`src/rtl/core/tar_idx_pkg.sv`:
```
`default_nettype none
// ----------------------------------------------------------------------------
// tar_idx_pkg
// Types and constants shared by the tar archive entry indexer and its checker.
// ----------------------------------------------------------------------------
package tar_idx_pkg;

  localparam int BLOCK_BYTES     = 512;
  localparam int BIB_W           = $clog2(BLOCK_BYTES);
  localparam int SIZE_W          = 36;
  localparam int BLK_W           = SIZE_W + 1 - BIB_W;
  localparam int OUT_OFF_W       = 48;
  localparam int OFFSET_BITS_DEF = 48;
  localparam int CFG_W           = 16;

  localparam logic [BIB_W-1:0] SIZE_FIRST = BIB_W'(124);
  localparam logic [BIB_W-1:0] SIZE_LAST  = BIB_W'(135);
  localparam logic [BIB_W-1:0] TYPE_POS   = BIB_W'(156);
  localparam logic [BIB_W-1:0] LAST_BYTE  = BIB_W'(BLOCK_BYTES - 1);

  localparam logic [7:0] LONG_NAME_TYPE = 8'h4C;
  localparam logic [7:0] CH_SPACE       = 8'h20;
  localparam logic [7:0] CH_TAB         = 8'h09;
  localparam logic [7:0] CH_CR          = 8'h0D;
  localparam logic [7:0] CH_PLUS        = 8'h2B;
  localparam logic [7:0] CH_MINUS       = 8'h2D;
  localparam logic [7:0] CH_ZERO        = 8'h30;
  localparam logic [7:0] CH_SEVEN       = 8'h37;

  localparam logic [CFG_W-1:0] MAX_LONG_RESET = CFG_W'(1023);

  localparam logic FUNC_BYTE = 1'b0;
  localparam logic FUNC_EOS  = 1'b1;

  localparam logic [1:0] KIND_ENTRY     = 2'd0;
  localparam logic [1:0] KIND_ZERO_END  = 2'd1;
  localparam logic [1:0] KIND_STREAM_END = 2'd2;
  localparam logic [1:0] KIND_ERROR     = 2'd3;

  localparam logic [2:0] ERR_BAD_LONG_SIZE = 3'd0;
  localparam logic [2:0] ERR_LONG_CUT      = 3'd1;
  localparam logic [2:0] ERR_AFTER_LONG_CUT = 3'd2;
  localparam logic [2:0] ERR_BAD_SIZE      = 3'd3;
  localparam logic [2:0] ERR_CUT_BLOCK     = 3'd4;
  localparam logic [2:0] ERR_NONE          = 3'd0;

  typedef enum logic [4:0] {
    PH_HEADER     = 5'b00001,
    PH_LONG_DATA  = 5'b00010,
    PH_AFTER_LONG = 5'b00100,
    PH_SKIP       = 5'b01000,
    PH_DONE       = 5'b10000
  } phase_t;

  typedef enum logic [7:0] {
    PM_WS        = 8'b0000_0001,
    PM_PLUS      = 8'b0000_0010,
    PM_MINUS     = 8'b0000_0100,
    PM_DIG_POS   = 8'b0000_1000,
    PM_DIG_NEG   = 8'b0001_0000,
    PM_STOP_NONE = 8'b0010_0000,
    PM_STOP_POS  = 8'b0100_0000,
    PM_STOP_NEG  = 8'b1000_0000
  } parse_mode_t;

  typedef struct packed {
    logic       func;
    logic [7:0] data_byte;
  } in_word_t;

  typedef struct packed {
    logic [1:0]           kind;
    logic [2:0]           error_code;
    logic [OUT_OFF_W-1:0] data_offset;
    logic [SIZE_W-1:0]    file_size;
    logic                 long_name_used;
  } out_word_t;

endpackage
`default_nettype wire

```
`src/rtl/core/tar_archive_entry_indexer.sv`:
```
`default_nettype none
// ----------------------------------------------------------------------------
// tar_archive_entry_indexer
// Scans a tar archive byte stream and reports one word per entry, end or error event.
// ----------------------------------------------------------------------------
// usage
//   in_*  : one archive byte (or an end of stream marker) per accepted word,
//           taken when in_valid is high and in_stall is low
//   out_* : entry, end or error words, taken when out_valid is high and
//           out_stall is low
//   cfg_* : write of max_long_name_bytes, cfg_ready is always high; write only
//           while the block is idle
// throughput : one input word per cycle while in_stall is low, set by the single
//              registered pass from the parser state to the output register
// result     : the word that an accepted input word causes is registered in the
//              output register, or in the skid stage while the output stalls
// stall      : a two-entry output register and skid stage; in_stall rises
//              only once both hold a word, so one more result is absorbed
//              after the receiver stalls
// reset      : rst_n is synchronous; it clears the parser to the start of an
//              archive, empties the output stages and sets the register to
//              1023
// after an end or error word all further input is taken and dropped
// ----------------------------------------------------------------------------
module tar_archive_entry_indexer #(
  parameter int OFFSET_BITS = tar_idx_pkg::OFFSET_BITS_DEF
) (
  input  wire logic                          clk,
  input  wire logic                          rst_n,
  input  wire logic                          in_valid,
  output logic                               in_stall,
  input  wire tar_idx_pkg::in_word_t         in_data,
  output logic                               out_valid,
  input  wire logic                          out_stall,
  output tar_idx_pkg::out_word_t             out_data,
  input  wire logic                          cfg_valid,
  output logic                               cfg_ready,
  input  wire logic [tar_idx_pkg::CFG_W-1:0] cfg_data
);

  localparam int BIB_W  = tar_idx_pkg::BIB_W;
  localparam int SIZE_W = tar_idx_pkg::SIZE_W;
  localparam int BLK_W  = tar_idx_pkg::BLK_W;
  localparam int OOW    = tar_idx_pkg::OUT_OFF_W;
  localparam int CFG_W  = tar_idx_pkg::CFG_W;

  tar_idx_pkg::phase_t      phase_r, phase_nxt;
  tar_idx_pkg::parse_mode_t pm_r, pm_nxt, pm_base;
  logic [BIB_W-1:0]         bib_r, bib_nxt;
  logic                     az_r, az_nxt;
  logic                     zhs_r, zhs_nxt;
  logic [7:0]               type_r, type_nxt;
  logic [SIZE_W-1:0]        acc_r, acc_nxt, acc_base;
  logic [BLK_W-1:0]         blocks_r, blocks_nxt, blocks_calc, blocks_dec;
  logic [OFFSET_BITS-1:0]   off_r, off_nxt;
  logic [CFG_W-1:0]         max_long_r;

  logic                     out_valid_r, skid_valid_r;
  tar_idx_pkg::out_word_t   out_r, skid_r, res;
  logic                     res_hit, accept, take_out;

  logic [7:0]               b;
  logic                     is_oct, is_ws, in_field, last, size_ok;
  logic [2:0]               dig;
  logic [SIZE_W:0]          size_round;
  logic [OFFSET_BITS+OOW-1:0] off_wide;

  assign cfg_ready = 1'b1;
  assign in_stall  = skid_valid_r;
  assign accept    = in_valid && !in_stall;
  assign take_out  = out_valid_r && !out_stall;
  assign out_valid = out_valid_r;
  assign out_data  = out_r;

  assign b        = in_data.data_byte;
  assign is_oct   = (b >= tar_idx_pkg::CH_ZERO) && (b <= tar_idx_pkg::CH_SEVEN);
  assign dig      = b[2:0];
  assign is_ws    = (b == tar_idx_pkg::CH_SPACE) ||
                    ((b >= tar_idx_pkg::CH_TAB) && (b <= tar_idx_pkg::CH_CR));
  assign in_field = (bib_r >= tar_idx_pkg::SIZE_FIRST) && (bib_r <= tar_idx_pkg::SIZE_LAST);
  assign last     = (bib_r == tar_idx_pkg::LAST_BYTE);
  assign size_ok  = (pm_nxt == tar_idx_pkg::PM_DIG_POS) || (pm_nxt == tar_idx_pkg::PM_STOP_POS);

  assign size_round  = {1'b0, acc_nxt} + (SIZE_W + 1)'(tar_idx_pkg::BLOCK_BYTES - 1);
  assign blocks_calc = size_round[SIZE_W:BIB_W];
  assign blocks_dec  = blocks_r - BLK_W'(1);
  assign off_wide    = {{OOW{1'b0}}, off_nxt};

  always_comb begin
    phase_nxt  = phase_r;
    pm_nxt     = pm_r;
    bib_nxt    = bib_r;
    az_nxt     = az_r;
    zhs_nxt    = zhs_r;
    type_nxt   = type_r;
    acc_nxt    = acc_r;
    blocks_nxt = blocks_r;
    off_nxt    = off_r;
    pm_base    = pm_r;
    acc_base   = acc_r;
    res_hit    = 1'b0;
    res.kind           = tar_idx_pkg::KIND_ENTRY;
    res.error_code     = tar_idx_pkg::ERR_NONE;
    res.data_offset    = '0;
    res.file_size      = '0;
    res.long_name_used = 1'b0;

    if (phase_r != tar_idx_pkg::PH_DONE) begin
      if (in_data.func == tar_idx_pkg::FUNC_EOS) begin
        res_hit   = 1'b1;
        phase_nxt = tar_idx_pkg::PH_DONE;
        priority if (phase_r == tar_idx_pkg::PH_LONG_DATA) begin
          res.kind       = tar_idx_pkg::KIND_ERROR;
          res.error_code = tar_idx_pkg::ERR_LONG_CUT;
        end else if (phase_r == tar_idx_pkg::PH_AFTER_LONG) begin
          res.kind       = tar_idx_pkg::KIND_ERROR;
          res.error_code = tar_idx_pkg::ERR_AFTER_LONG_CUT;
        end else if (phase_r == tar_idx_pkg::PH_HEADER && bib_r != '0) begin
          res.kind       = tar_idx_pkg::KIND_ERROR;
          res.error_code = tar_idx_pkg::ERR_CUT_BLOCK;
        end else begin
          res.kind       = tar_idx_pkg::KIND_STREAM_END;
        end
      end else begin
        off_nxt = off_r + OFFSET_BITS'(1);

        if (phase_r == tar_idx_pkg::PH_HEADER || phase_r == tar_idx_pkg::PH_AFTER_LONG) begin
          if (bib_r == '0) begin
            az_nxt   = 1'b1;
            acc_base = '0;
            pm_base  = tar_idx_pkg::PM_WS;
          end
          acc_nxt = acc_base;
          pm_nxt  = pm_base;
          if (b != 8'h00) begin
            az_nxt = 1'b0;
          end
          if (in_field) begin
            unique case (pm_base)
              tar_idx_pkg::PM_WS: begin
                priority if (is_ws) begin
                  pm_nxt = pm_base;
                end else if (b == tar_idx_pkg::CH_PLUS) begin
                  pm_nxt = tar_idx_pkg::PM_PLUS;
                end else if (b == tar_idx_pkg::CH_MINUS) begin
                  pm_nxt = tar_idx_pkg::PM_MINUS;
                end else if (is_oct) begin
                  acc_nxt = SIZE_W'(dig);
                  pm_nxt  = tar_idx_pkg::PM_DIG_POS;
                end else begin
                  pm_nxt = tar_idx_pkg::PM_STOP_NONE;
                end
              end
              tar_idx_pkg::PM_PLUS, tar_idx_pkg::PM_MINUS: begin
                if (is_oct) begin
                  acc_nxt = SIZE_W'(dig);
                  pm_nxt  = (pm_base == tar_idx_pkg::PM_PLUS) ? tar_idx_pkg::PM_DIG_POS
                                                                : tar_idx_pkg::PM_DIG_NEG;
                end else begin
                  pm_nxt = tar_idx_pkg::PM_STOP_NONE;
                end
              end
              tar_idx_pkg::PM_DIG_POS, tar_idx_pkg::PM_DIG_NEG: begin
                if (is_oct) begin
                  acc_nxt = {acc_base[SIZE_W-4:0], dig};
                end else begin
                  pm_nxt = (pm_base == tar_idx_pkg::PM_DIG_POS) ? tar_idx_pkg::PM_STOP_POS
                                                                  : tar_idx_pkg::PM_STOP_NEG;
                end
              end
              default: begin
                pm_nxt = pm_base;
              end
            endcase
          end
          if (bib_r == tar_idx_pkg::TYPE_POS) begin
            type_nxt = b;
          end
        end

        bib_nxt = last ? '0 : bib_r + BIB_W'(1);

        if (last) begin
          unique case (phase_r)
            tar_idx_pkg::PH_HEADER: begin
              if (az_nxt) begin
                if (zhs_r) begin
                  res_hit   = 1'b1;
                  res.kind  = tar_idx_pkg::KIND_ZERO_END;
                  phase_nxt = tar_idx_pkg::PH_DONE;
                end else begin
                  zhs_nxt = 1'b1;
                end
              end else begin
                zhs_nxt = 1'b0;
                if (type_nxt == tar_idx_pkg::LONG_NAME_TYPE) begin
                  if (!size_ok || acc_nxt == '0 ||
                      acc_nxt >= SIZE_W'(max_long_r)) begin
                    res_hit        = 1'b1;
                    res.kind       = tar_idx_pkg::KIND_ERROR;
                    res.error_code = tar_idx_pkg::ERR_BAD_LONG_SIZE;
                    phase_nxt      = tar_idx_pkg::PH_DONE;
                  end else begin
                    blocks_nxt = blocks_calc;
                    phase_nxt  = tar_idx_pkg::PH_LONG_DATA;
                  end
                end else begin
                  res_hit = 1'b1;
                  if (!size_ok) begin
                    res.kind       = tar_idx_pkg::KIND_ERROR;
                    res.error_code = tar_idx_pkg::ERR_BAD_SIZE;
                    phase_nxt      = tar_idx_pkg::PH_DONE;
                  end else begin
                    res.file_size = acc_nxt;
                    blocks_nxt    = blocks_calc;
                    phase_nxt     = (blocks_calc != '0) ? tar_idx_pkg::PH_SKIP
                                                        : tar_idx_pkg::PH_HEADER;
                  end
                end
              end
            end
            tar_idx_pkg::PH_AFTER_LONG: begin
              res_hit = 1'b1;
              if (!size_ok) begin
                res.kind       = tar_idx_pkg::KIND_ERROR;
                res.error_code = tar_idx_pkg::ERR_BAD_SIZE;
                phase_nxt      = tar_idx_pkg::PH_DONE;
              end else begin
                res.file_size      = acc_nxt;
                res.long_name_used = 1'b1;
                blocks_nxt         = blocks_calc;
                phase_nxt          = (blocks_calc != '0) ? tar_idx_pkg::PH_SKIP
                                                         : tar_idx_pkg::PH_HEADER;
              end
            end
            tar_idx_pkg::PH_LONG_DATA: begin
              blocks_nxt = blocks_dec;
              if (blocks_dec == '0) begin
                phase_nxt = tar_idx_pkg::PH_AFTER_LONG;
              end
            end
            tar_idx_pkg::PH_SKIP: begin
              blocks_nxt = blocks_dec;
              if (blocks_dec == '0) begin
                phase_nxt = tar_idx_pkg::PH_HEADER;
              end
            end
            default: begin
              phase_nxt = phase_r;
            end
          endcase
        end
      end
    end
    res.data_offset = off_wide[OOW-1:0];
  end

  always_ff @(posedge clk) begin
    if (!rst_n) begin
      phase_r    <= tar_idx_pkg::PH_HEADER;
      pm_r       <= tar_idx_pkg::PM_WS;
      bib_r      <= '0;
      az_r       <= 1'b1;
      zhs_r      <= 1'b0;
      type_r     <= '0;
      acc_r      <= '0;
      blocks_r   <= '0;
      off_r      <= '0;
    end else if (accept) begin
      phase_r    <= phase_nxt;
      pm_r       <= pm_nxt;
      bib_r      <= bib_nxt;
      az_r       <= az_nxt;
      zhs_r      <= zhs_nxt;
      type_r     <= type_nxt;
      acc_r      <= acc_nxt;
      blocks_r   <= blocks_nxt;
      off_r      <= off_nxt;
    end
  end

  always_ff @(posedge clk) begin
    if (!rst_n) begin
      max_long_r <= tar_idx_pkg::MAX_LONG_RESET;
    end else if (cfg_valid && cfg_ready) begin
      max_long_r <= cfg_data;
    end
  end

  // output register with skid stage
  always_ff @(posedge clk) begin
    if (!rst_n) begin
      out_valid_r  <= 1'b0;
      skid_valid_r <= 1'b0;
    end else if (take_out || !out_valid_r) begin
      if (skid_valid_r) begin
        out_valid_r  <= 1'b1;
        skid_valid_r <= 1'b0;
      end else begin
        out_valid_r  <= accept && res_hit;
      end
    end else if (accept && res_hit) begin
      skid_valid_r <= 1'b1;
    end
  end

  always_ff @(posedge clk) begin
    if (take_out || !out_valid_r) begin
      if (skid_valid_r) begin
        out_r <= skid_r;
      end else begin
        out_r <= res;
      end
    end else if (accept && res_hit) begin
      skid_r <= res;
    end
  end

endmodule
`default_nettype wire

```
`config.mk`:
```
export PLATFORM = sky130hd
export DESIGN_NAME = tar_archive_entry_indexer
export DESIGN_NICKNAME = d
export VERILOG_FILES = /design/src/rtl/core/tar_idx_pkg.sv /design/src/rtl/core/tar_archive_entry_indexer.sv
export SDC_FILE = /design/constraint.sdc
export NUM_CORES = 1
export LEC_CHECK = 0
export BUFFER_PORTS_ARGS = -buffer_cell sky130_fd_sc_hd__buf_2
export CAP_MARGIN = 30
export CORE_ASPECT_RATIO = 1.4
export CORE_MARGIN = 2
export CORE_UTILIZATION = 55
export CTS_CLUSTER_DIAMETER = 150
export CTS_CLUSTER_SIZE = 16
export DETAILED_ROUTE_END_ITERATION = 16
export PLACE_DENSITY = 0.74
export SYNTH_ARGS = -nofsm -noshare
export SYNTH_HDL_FRONTEND = slang
export SYNTH_SLANG_ARGS = --single-unit
```
`constraint.sdc`:
```
create_clock -name clk -period 10.96 [get_ports clk]
set_clock_uncertainty 0.1 [all_clocks]
set_input_delay 0 -clock clk [delete_from_list [all_inputs] [get_ports clk]]
set_output_delay 0 -clock clk [all_outputs]
set_load 0.01 [all_outputs]
```
# Yosys cells after proc, flatten, opt, wreduce, memory -nomap -nowiden
# Cells that the tools add are included.
totals:
  regBits: 342
  input_bits: 30
  output_inout_bits: 93
  elab_cells: 186
op_classes:
  muxes: 92
  n_bitwise: 3
  n_eq_ne: 23
  reduce_logical: 35
  add_sub_neg: 4
  order_cmp: 7
op_table:
  columns: ["operator", "count"]
  rows:
  - ["$mux W36", 15]
  - ["$mux W37", 4]
  - ["$mux W8", 15]
  - ["$mux W28", 4]
  - ["$pmux W36 S3", 1]
  - ["$mux W48", 2]
  - ["$mux W90", 1]
  - ["$pmux W28 S3", 1]
  - ["$mux W5", 16]
  - ["$pmux W36 S2", 1]
  - ["$add A48 B1 Y48 const B", 1]
  - ["$add A36 B9 Y37 const B", 1]
  - ["$ge A36 B16 Y1", 1]
  - ["$logic_not A36 Y1", 1]
  - ["$logic_not A28 Y1", 1]
  - ["$reduce_bool A28 Y1", 1]
  - ["$sub A28 B1 Y28 const B", 1]
  - ["$eq A8 B6 Y1 const B", 3]
  - ["$mux W6", 4]
  - ["$pmux W8 S3", 1]
  - ["$pmux W5 S4", 1]
  - ["$mux W1", 17]
  - ["$eq A8 B4 Y1 const B", 2]
  - ["$eq A8 B7 Y1 const B", 2]
  - ["other kinds (43)", 67]

# Longest topological paths before layout
# Gate-level depths: netlist of the first run.
logic_depth:
  depth_word: 27
  ltp_mapped: 22
  ltp_nobuf: 20

# Worst setup path after synthesis of the first run
# No wires, ideal clock.
synth_path:
  path_kind: "reg2reg"
  startpoint: "register bib_r[0]"
  endpoint: "register skid_r[0] (netlist bit) (enable)"
  path_buffers: 2
  period_less_slack_ns: 8.070
  setup_time_ns: 0.539
  arrival_time_ns: 7.431
  path_stages_with_launch: 18
  slack_ns: 2.890
  t_required_ns: 10.321
  path_cell_list: "dfxtp_1 -> inv_1 -> ha_1 -> nor4b_2 -> and2_1 -> buf_2 -> a2111oi_0 -> clkbuf_1 -> a22o_1 -> ha_1 -> nand4_1 -> a2111oi_0 -> nor4_1 -> nand4_1 -> nor3_1 -> nand3_1 -> a31oi_1 -> nor2_1"
synth_between:
  elab_chain_cells: 27
  word_cells_on_any_way: 65
  classes_between: "3 x order compare; 10 x eq/ne; 41 x mux; 11 x reduce/logical"
synth_rtl:
  columns: ["item", "line", "source"]
  rows:
  - ["from (decl)", "tar_archive_entry_indexer.sv:49", "logic [BIB_W-1:0] bib_r, bib_nxt;"]
  - ["from (signal assigned)", "tar_archive_entry_indexer.sv:272", "bib_r <= bib_nxt;"]
  - ["branches (longest 22 deep; another with $pmux W36 S3)", null, null]
  - ["$mux W1 (*)", "tar_archive_entry_indexer.sv:183", "if (last) begin"]
  - ["$mux W1 (*)", "tar_archive_entry_indexer.sv:109", "if (in_data.func == tar_idx_pkg::FUNC_EOS) begin"]
  - ["$mux W1 (*)", "tar_archive_entry_indexer.sv:108", "if (phase_r != tar_idx_pkg::PH_DONE) begin"]
  - ["$logic_and A1 B1 Y1 (*)", "tar_archive_entry_indexer.sv:314", "end else if (accept && res_hit) begin"]
  - ["$reduce_and A2 Y1 (no source line) (*)", null, null]
  - ["to (signal assigned)", "tar_archive_entry_indexer.sv:315", "skid_r <= res;"]
  - ["to (decl)", "tar_archive_entry_indexer.sv:59", "tar_idx_pkg::out_word_t out_r, skid_r, res;"]
# Every way passes the cells marked *. The select of a mux whose other input is x is not followed.
# A chain may end at the register's enable or synchronous reset.

# Worst setup path in the final report of the first run
layout_path:
  startpoint: "register bib_r[0]"
  endpoint: "register skid_r[77] (netlist bit) (enable)"
# The elaborated chain is that of the path after synthesis.

==> metrics.yaml, run 1 <==
grt:
  antenna_found_initial: 0
  grt_pass1_wl_um: 80700
  grt_pass1_vias: 14800
  grt_max_degree: 75
  grt_use_total: 0.295
  grt.overflow.total: 0
power:
  p_leak_nw: 7.47
  power_per_cell_area_nw_per_um2: 124
  vdd_drop_max_mv: 0.102
placed_design:
  portBuffers: 121
  place.gp.congestion: 0.940
  dp_hpwl_um: 35900
  dpl-instance-area_um2: 19000
  dp_cells: 2356
synthesis:
  syn_nets: 1963
  synth_ff_type: "edfxtp_1"
  synth.distinct_cells: 87
  synthArstFlopShare: 0
  syn_area_um2: 18200
  synth_cells: 1911
  synth_edf_count: 180
  synth_seq_cells: 342
  synth-warning-count: 0
  synth.avg_cell_area_um2: 9.52
  yosysSeqAreaShare: 0.476
worst_setup_path:
  r2r_end: "skid_r[77]$_DFFE_PP_"
  cpMaxStageDelayCell: "buf_4"
  worstPathCellList: "inv_1, ha_1, nor4b_2, nand2_1, nand3_1, a211oi_1, a211oi_1, inv_1, ha_1, a211oi_1, o21ai_0, nand3_1, a2111oi_0, nor4_1, nand4_1, nor3_1, nand3_1, a31oi_1, nor2_4, buf_4"
  startpoint_type: "flip-flop"
  worstPathMaxFanout: 65
  endpoint_kind: "flip-flop"
  critPathRequiredTime_ns: 11.03
  crit_type: "flip-flop to flip-flop"
  r2r_cells: 20
  critPathBufInv: 3
  r2r-start: "bib_r[0]$_SDFFE_PN0P_"
  worst-path-stages: 20
  worstPathArrival_ns: 6.93
  critPathMaxStageDelay_ns: 0.80
  cpLargestDelayFamily: "simple AND/OR/NAND/NOR gates"
  reg2reg_slack_ns: 4.10
timing:
  maxSlewViolCount: 0
  slew_headroom: 0.266
  finalCritPeriodShare: 0.626
  fmax_ghz: 0.146
  setup_tns_ns: 0
  final_hold_viol_count: 0
  rsz0062_at_grt: "no"
  setup_viol: 0
  finalCriticalPeriod_ns: 6.86
  worstMarginPinSlew_ns: 1.09
min_path:
  holdPathEnd: "out_valid$_SDFFE_PN0P_"
  whs_path_depth: 3
  min_path_type: "input pin to flip-flop"
  holdCritStartpoint: "out_stall"
job:
  cap_violations: 0
die:
  dieArea_um2: 34600
  die_y_um: 219
  core-area_um2: 32500
  start_util: 0.560
  rows: 78
  ios: 123
  fp.dieW_um: 158
route:
  via_count: 15200
  avgRoutedWirePerCell_um: 20.8
  drc: 0
  antenna_left: 0
  first_pass_iters: 6
  wl_um: 51100
  first_iter_violations: 1143
  avgViaCountPerCell: 6.21
clock_tree:
  post_cts_resized: 0
  worstSkewPairLatency_ns: 0.55
  postCtsSetupRepairBufs: 0
  cts_tree: "yes"
  cts.path.max_buffers: 3
  path_clk_slew_ns: 0.07
  tritoncts.num_buffers: 25
  cts_sinks: 342
  htreeDepth: 1
  root_buffer: "clkbuf_16"
layout:
  antennaDiodeCount: 0
  final_cell_mix: "nor2_1, nand2_1, edfxtp_1"
  final_common_cell: "nor2_1"
  final_cells: 2453
  final_area_um2: 20200
  drive_gt1_frac: 0.139
  nNetsFinal: 2048
  syn_to_final_growth_pct: 11.1
run_status:
  status: "complete, no violations"
-- report_power, final --
group	total, W	switching (W)	internal (W)
Clock	0.000871	0.000441	0.000430
Combinational	0.000227	0.000145	0.0000816
Sequential	0.00140	0.0000242	0.00137
Total	0.00249	0.000611	0.00188
-- worst min-delay path: stages --
cell and delay [ns]:
buf_2 0.11, nand2_4 0.32, a21oi_1 0.26
-- worst max-delay path by stage --
stage	startpoint	endpoint	slack (ns)
floorplan	bib_r[0]$_SDFFE_PN0P_	skid_r[0]$_DFFE_PP_	2.89
global placement	bib_r[0]$_SDFFE_PN0P_	skid_r[78]$_DFFE_PP_	4.37
detailed placement	bib_r[0]$_SDFFE_PN0P_	skid_r[79]$_DFFE_PP_	4.18
CTS	bib_r[0]$_SDFFE_PN0P_	skid_r[30]$_DFFE_PP_	4.17
global route	bib_r[0]$_SDFFE_PN0P_	skid_r[79]$_DFFE_PP_	3.74
finish	bib_r[0]$_SDFFE_PN0P_	skid_r[77]$_DFFE_PP_	4.10
-- what timing repair did --
action                     4_1_cts  5_1_grt
hold buffers                    52        0
setup endpoints to repair        0        0
hold endpoints to repair        36        0
-- per-layer routing --
| metal | wire [µm] | track usage | part of all wire |
|---|---|---|---|
| met1 | 19500 | 0.348 | 0.38 |
| met2 | 25700 | 0.524 | 0.50 |
| met3 | 2780 | 0.0326 | 0.055 |
| met4 | 3050 | 0.155 | 0.060 |
| met5 | 0 | 0 | 0 |
-- state kept, by name, summed over array words and instances (netlist names) --
register and count:
bib_r 9, acc_r 36, max_long_r 16, type_r 8, skid_r 90, off_r 48
zhs_r 1, out_valid 1, in_stall 1, pm_r 8, out_data 90, blocks_r 28
az_r 1, phase_r 5
-- Yosys cell counts, types with 7 or more instances --
| cell type | n | share of area |
|---|---|---|
| a211oi_1 | 33 | 0.014 |
| nor2b_1 | 12 | 0.0041 |
| nand3_1 | 65 | 0.018 |
| xor2_1 | 68 | 0.033 |
| o22ai_1 | 9 | 0.0031 |
| and2_1 | 28 | 0.0096 |
| clkbuf_1 | 100 | 0.021 |
| a21oi_1 | 109 | 0.030 |
| nor3_1 | 60 | 0.017 |
| ha_1 | 22 | 0.015 |
| nand4_1 | 31 | 0.011 |
| nor4_1 | 24 | 0.0083 |
| nor2_1 | 209 | 0.043 |
| inv_1 | 30 | 0.0062 |
| o21ai_0 | 74 | 0.020 |
| a31oi_1 | 17 | 0.0058 |
| nand2_1 | 189 | 0.039 |
| nand3b_1 | 7 | 0.0029 |
| o211ai_1 | 21 | 0.0087 |
| mux2_2 | 78 | 0.048 |
| dfxtp_1 | 162 | 0.18 |
| nand2b_1 | 14 | 0.0048 |
| and3_1 | 31 | 0.011 |
| and4_1 | 7 | 0.0034 |
| xnor2_1 | 51 | 0.025 |
| a22o_1 | 24 | 0.012 |
| mux2i_1 | 9 | 0.0050 |
| or2_2 | 8 | 0.0028 |
| buf_1 | 10 | 0.0021 |
| a32oi_1 | 9 | 0.0043 |
| or3_1 | 28 | 0.0096 |
| buf_2 | 21 | 0.0058 |
| a22oi_1 | 43 | 0.018 |
| edfxtp_1 | 180 | 0.30 |
| o31ai_1 | 17 | 0.0070 |
-- cell type report --
type	count	area, µm²
tap	440	551
sequential	342	8650
clock inverter	1	11.3
fill	2700	12300
inverter	31	121
clock buffer	43	693
multi-input combinational	1403	8900
timing repair buffer	193	1280
-- through the flow --
stage	power (W)	hold slack (ns)	setup slack [ns]	utilization
CTS	0.00250	0.0936	4.17	0.621
global route	0.00258	0.0981	3.74	0.622
floorplan	0.00156	0.0287	2.89	-
global placement	0.00163	0.117	4.37	0.583
detailed placement	0.00163	0.121	4.18	0.584
finish	0.00249	0.0885	4.10	0.622
-- logic make-up after synthesis --
| family | after synthesis | share of synthesized area |
|---|---|---|
| simple gates | 751 | 0.204 |
| compound gates | 423 | 0.158 |
| flops | 342 | 0.476 |
| buf+inv | 166 | 0.0369 |
| xor+xnor | 119 | 0.0573 |
| mux | 87 | 0.0533 |
| fa+ha+maj | 22 | 0.0151 |
| other cells | 1 | 0.000206 |
Note: power is estimated with default switching activity, not from simulation.
==> inputs of run 2 (changes only) <==
Settings changed: ABC_AREA set to 1, PLACE_DENSITY 0.74 to 0.73.
Clock period 10.96 ns to 7.11 ns, I/O delays scaled along.
==> metrics.yaml, run 2 <==
min_path:
  holdCritStartpoint: "rst_n"
  holdPathEnd: "bib_r[0]$_SDFFE_PN0P_"
  min_path_type: "input pin to flip-flop"
  whs_path_depth: 3
synthesis:
  synth_xor_area_frac: 0.0309
  synth_top_cell_by_area: "edfxtp_1"
  synth_cells: 2768
  syn_nets: 2820
  synth_edf_count: 180
  yosys.area_share.simple: 0.273
  synth_most_common_cell: "nand2_1"
  synth.distinct_cells: 56
  synthArstFlopShare: 0
  synthTopCellsByCount: "nand2_1, inv_1, nor2_1"
  synth.avg_cell_area_um2: 7.27
  synth_area_leaders: "edfxtp_1, dfxtp_1, nand2_1"
  syn_area_um2: 20100
  synth-adder-area-share: 0.0137
  synth_ff_type: "edfxtp_1"
  synth_compound_area_frac: 0.138
  synth_seq_cells: 342
  synth_top_area_share: 0.269
  synth_mux_area_frac: 0.0134
  synth-warning-count: 0
  yosysSeqAreaShare: 0.430
  synth_top_family_by_area: "simple AND/OR/NAND/NOR gates"
timing:
  worstMarginPinSlew_ns: 1.02
  finalCriticalPeriod_ns: 5.90
  setup_viol: 0
  final_hold_viol_count: 0
  finalCritPeriodShare: 0.830
  slew_headroom: 0.319
  setup_ws_ns: 1.21
  maxSlewViolCount: 0
  rsz0062_at_grt: "no"
  fmax_ghz: 0.169
layout:
  seq_area_um2: 8650
  multiInputGateArea_um2: 9500
  nNetsFinal: 2925
  antennaDiodeCount: 0
  fill_cells: 3292
  utilization: 0.621
  final_cell_mix: "nand2_1, inv_1, nor2_1"
  drive_gt1_frac: 0.0996
  final_common_cell: "nand2_1"
  syn_to_final_growth_pct: 10.8
clock_tree:
  path_clk_slew_ns: 0.08
  tritoncts.num_buffers: 25
  cts_tree: "yes"
  cts.path.max_buffers: 3
  cts_sinks: 342
  post_cts_resized: 0
  htreeDepth: 1
  worstSkewPairLatency_ns: 0.59
  root_buffer: "clkbuf_16"
placed_design:
  portBuffers: 121
  dp_hpwl_um: 44400
  place.gp.congestion: 0.982
  place_ws_ns: 1.33
grt:
  grt_use_total: 0.319
  grt_pass1_wl_um: 98100
  grt_max_degree: 103
  grt.overflow.total: 0
  antenna_found_initial: 0
  grt_pass1_vias: 18500
route:
  avgRoutedWirePerCell_um: 18.6
  first_iter_violations: 1716
  first_pass_iters: 5
  wl_um: 62400
  antenna_left: 0
  drc: 0
  avgViaCountPerCell: 5.74
  via_count: 19200
worst_setup_path:
  worstPathArrival_ns: 6.22
  critPathRequiredTime_ns: 7.43
  endpoint_kind: "flip-flop"
  startpoint_type: "flip-flop"
  critPathMaxStageDelay_ns: 0.47
  crit_type: "flip-flop to flip-flop"
  worstPathMaxFanout: 26
  cp_common_cell: "nand2_1"
  r2r-start: "bib_r[6]$_SDFFE_PN0P_"
  r2r_end: "blocks_r[25]$_SDFFE_PN0P_"
  reg2reg_slack_ns: 1.21
  cpMaxStageDelayCell: "dfxtp_1"
  r2r_cells: 36
die:
  fp.dieW_um: 166
  rows: 82
  die_y_um: 230
  core-area_um2: 35900
  ios: 123
  start_util: 0.561
  dieArea_um2: 38200
job:
  cap_violations: 0
run_status:
  status: "complete, no violations"
power:
  p_leak_nw: 10.4
  power_per_cell_area_nw_per_um2: 199
  vdd_drop_max_mv: 0.203
[run 2: repair_timing]
action / CTS / global route
hold buffers: 53 / 0
setup buffers: 0 / 0
hold endpoints to repair: 47 / 0
setup endpoints to repair: 0 / 0
[run 2: worst max path at each step]
stage	to	from	slack, ns	cells after the start
after floorplan	skid_r[0]$_DFFE_PP_	bib_r[1]$_SDFFE_PN0P_	-0.45	34
after global placement	blocks_r[24]$_SDFFE_PN0P_	bib_r[0]$_SDFFE_PN0P_	1.50	37
after detailed placement	blocks_r[25]$_SDFFE_PN0P_	bib_r[0]$_SDFFE_PN0P_	1.33	37
after CTS	blocks_r[25]$_SDFFE_PN0P_	bib_r[0]$_SDFFE_PN0P_	1.31	37
after global routing	blocks_r[24]$_SDFFE_PN0P_	bib_r[0]$_SDFFE_PN0P_	0.76	38
final	blocks_r[25]$_SDFFE_PN0P_	bib_r[6]$_SDFFE_PN0P_	1.21	36
[run 2: power breakdown]
group	internal [W]	switching, W
combinational	0.000242	0.000584
clock	0.000668	0.000717
sequential	0.00217	0.0000501
[run 2: critical path: cells and delay by family, from the launching register on]
| family | cells | cell delay (ns) |
|---|---|---|
| buffers and inverters | 7 | 0.88 |
| and+or+nand+nor | 22 | 3.23 |
| DFF | 1 | 0.47 |
| adders and majority gates | 1 | 0.30 |
| AOI/OAI and AO/OA | 6 | 0.76 |
[run 2: metrics by stage]
step	hold WS (ns)	instance area, µm²	power, W	instances	TNS, ns
2_1_floorplan	0.0263	20200	0.00279	2768	-40.49
3_3_place_gp	0.115	21000	0.00303	3251	0
3_5_place_dp	0.121	21100	0.00304	3255	0
4_1_cts	0.00379	22300	0.00444	3354	0
5_1_grt	0.0530	22300	0.00461	3354	0
6_report	0.0154	22300	0.00443	3354	0
[run 2: metal layers]
| metal | vias to the layer above | track usage | wire (µm) |
|---|---|---|---|
| met5 | - | 0 | 0 |
| met4 | 0 | 0.160 | 3420 |
| met3 | 191 | 0.0336 | 3850 |
| met2 | 719 | 0.577 | 31400 |
| met1 | 9060 | 0.374 | 23800 |
| li1 | 9271 | - | - |
[run 2: cell type report]
type                    count  area share
multi-input cells        1911       0.426
flip-flops and latches    342       0.388
inverters                 393      0.0662
repair buffers            200      0.0619
clock buffers              44      0.0312
well taps                 462      0.0259
clock inverters             2    0.000897
[run 2: logic make-up (layout without fill, tap and decap cells)]
family	Yosys count	in the layout
adders and majority gates	22	22
buffers and inverters	515	639
AOI/OAI and AO/OA	517	517
xor gates and xnor gates	71	71
and+or+nand+nor	1276	1276
other	1	1
muxes	24	24
DFF	342	342
==> inputs of run 3 (changes only) <==
Clock period 7.11 ns to 5.98 ns, I/O delays scaled along.
==> metrics.yaml, run 3 (same netlist as run 2, synthesis figures left out) <==
timing:
  maxSlewViolCount: 0
  setup_viol: 0
  final_hold_viol_count: 0
  fmax_ghz: 0.178
  finalCritPeriodShare: 0.941
  slew_headroom: 0.318
  worst_hold_slack_ns: 0.0499
  setup_tns_ns: 0
  finalCriticalPeriod_ns: 5.63
  rsz0062_at_grt: "no"
  worstMarginPinSlew_ns: 1.02
worst_setup_path:
  crit_type: "flip-flop to flip-flop"
  endpoint_kind: "flip-flop"
  worstPathMaxFanout: 90
  critPathMaxStageDelay_ns: 0.41
  reg2reg_slack_ns: 0.35
  r2r_end: "skid_r[32]$_DFFE_PP_"
  critPathBufInv: 4
  cpMaxStageDelayCell: "buf_4"
  r2r-start: "bib_r[0]$_SDFFE_PN0P_"
  cpLargestDelayFamily: "simple AND/OR/NAND/NOR gates"
  worstPathArrival_ns: 5.73
  worst-path-stages: 32
  r2r_cells: 32
  critPathRequiredTime_ns: 6.08
  cp_common_cell: "nand2_1"
  startpoint_type: "flip-flop"
power:
  vdd_drop_max_mv: 0.255
  power_w: 0.00525
  power_per_cell_area_nw_per_um2: 235
  p_leak_nw: 10.4
clock_tree:
  htreeDepth: 1
  cts.path.max_buffers: 3
  worstSkewPairLatency_ns: 0.58
  cts_sinks: 342
  tritoncts.num_buffers: 25
  path_clk_slew_ns: 0.08
  root_buffer: "clkbuf_16"
  cts_tree: "yes"
die:
  ios: 123
  core-area_um2: 35900
  fp.dieW_um: 166
  die_y_um: 230
  dieArea_um2: 38200
  start_util: 0.561
  rows: 82
layout:
  nNetsFinal: 2930
  final_cell_mix: "nand2_1, inv_1, nor2_1"
  seq_area_um2: 8650
  final_common_cell: "nand2_1"
  syn_to_final_growth_pct: 11.1
  final_cells: 3360
  multiInputGateArea_um2: 9530
  utilization: 0.623
  drive_gt1_frac: 0.101
  fill_cells: 3351
grt:
  busiest_layer: "met2"
  grt.overflow.total: 0
  grt_max_degree: 103
  grtUsageMet3: 0.0317
  grt_pass1_wl_um: 97400
  grt_use_total: 0.316
  grtUsageMet1: 0.365
  grtUsageMet2: 0.573
  antenna_found_initial: 1
  grt_pass1_vias: 18600
min_path:
  min_path_type: "input pin to flip-flop"
  holdCritStartpoint: "out_stall"
  whs_path_depth: 2
  holdPathEnd: "out_data[5]$_DFFE_PP_"
route:
  first_pass_iters: 6
  antenna_left: 0
  first_iter_violations: 1715
  via_count: 19100
  drc: 0
  avgViaCountPerCell: 5.68
  avgRoutedWirePerCell_um: 18.3
  wl_um: 61600
placed_design:
  portBuffers: 121
  dp_hpwl_um: 43700
  place.gp.congestion: 0.981
  dp_cells: 3253
job:
  cap_violations: 0
run_status:
  status: "complete, no violations"
## run 3: cell count changes in the layout (fill, tap and decap cells not counted), sizes merged
cell	previous run	this run
buf	147	152
diode	0	1
dlygate4sd3	53	52
nand3	152	153
## run 3: how the worst max path moves through the flow
stage	from	endpoint	slack [ns]
global route	bib_r[1]$_SDFFE_PN0P_	skid_r[35]$_DFFE_PP_	0.0001
finish	bib_r[0]$_SDFFE_PN0P_	skid_r[32]$_DFFE_PP_	0.35
floorplan	bib_r[1]$_SDFFE_PN0P_	skid_r[0]$_DFFE_PP_	-1.58
detailed placement	bib_r[0]$_SDFFE_PN0P_	blocks_r[9]$_SDFFE_PN0P_	0.13
global placement	bib_r[0]$_SDFFE_PN0P_	blocks_r[8]$_SDFFE_PN0P_	0.21
CTS	bib_r[0]$_SDFFE_PN0P_	blocks_r[9]$_SDFFE_PN0P_	0.10
## run 3: layout make-up
type | count | area share
Multi-Input combinational cell | 1912 | 0.426
Inverter | 393 | 0.0662
Clock inverter | 2 | 0.000895
Antenna cell | 1 | 0.000112
Sequential cell | 342 | 0.387
Timing Repair Buffer | 204 | 0.0628
Tap cell | 462 | 0.0258
Clock buffer | 44 | 0.0312
## run 3: per-stage QoR
stage	instance area (µm²)	setup slack, ns
6_report	22400	0.352
4_1_cts	22300	0.104
3_5_place_dp	21000	0.131
5_1_grt	22400	0.000106
3_3_place_gp	21000	0.212
2_1_floorplan	20200	-1.58
## run 3: metal layers
metal  share of wire  vias up  routed length [µm]
met1            0.38     8882               23400
met3           0.059      187                3650
met4           0.059        0                3620
li1                -     9303                   -
met2            0.50      719               31000
met5               0        -                   0
## run 3: timing repair
action / CTS / global route
hold endpoints to repair: 33 / 0
setup endpoints to repair: 0 / 123
resized for setup: 0 / 7
hold buffers: 52 / 0
setup buffers: 0 / 6
## run 3: report_power, final
group | internal, W | switching [W]
clock | 0.000795 | 0.000845
combinational | 0.000287 | 0.000683
sequential | 0.00258 | 0.0000592
total | 0.00366 | 0.00159
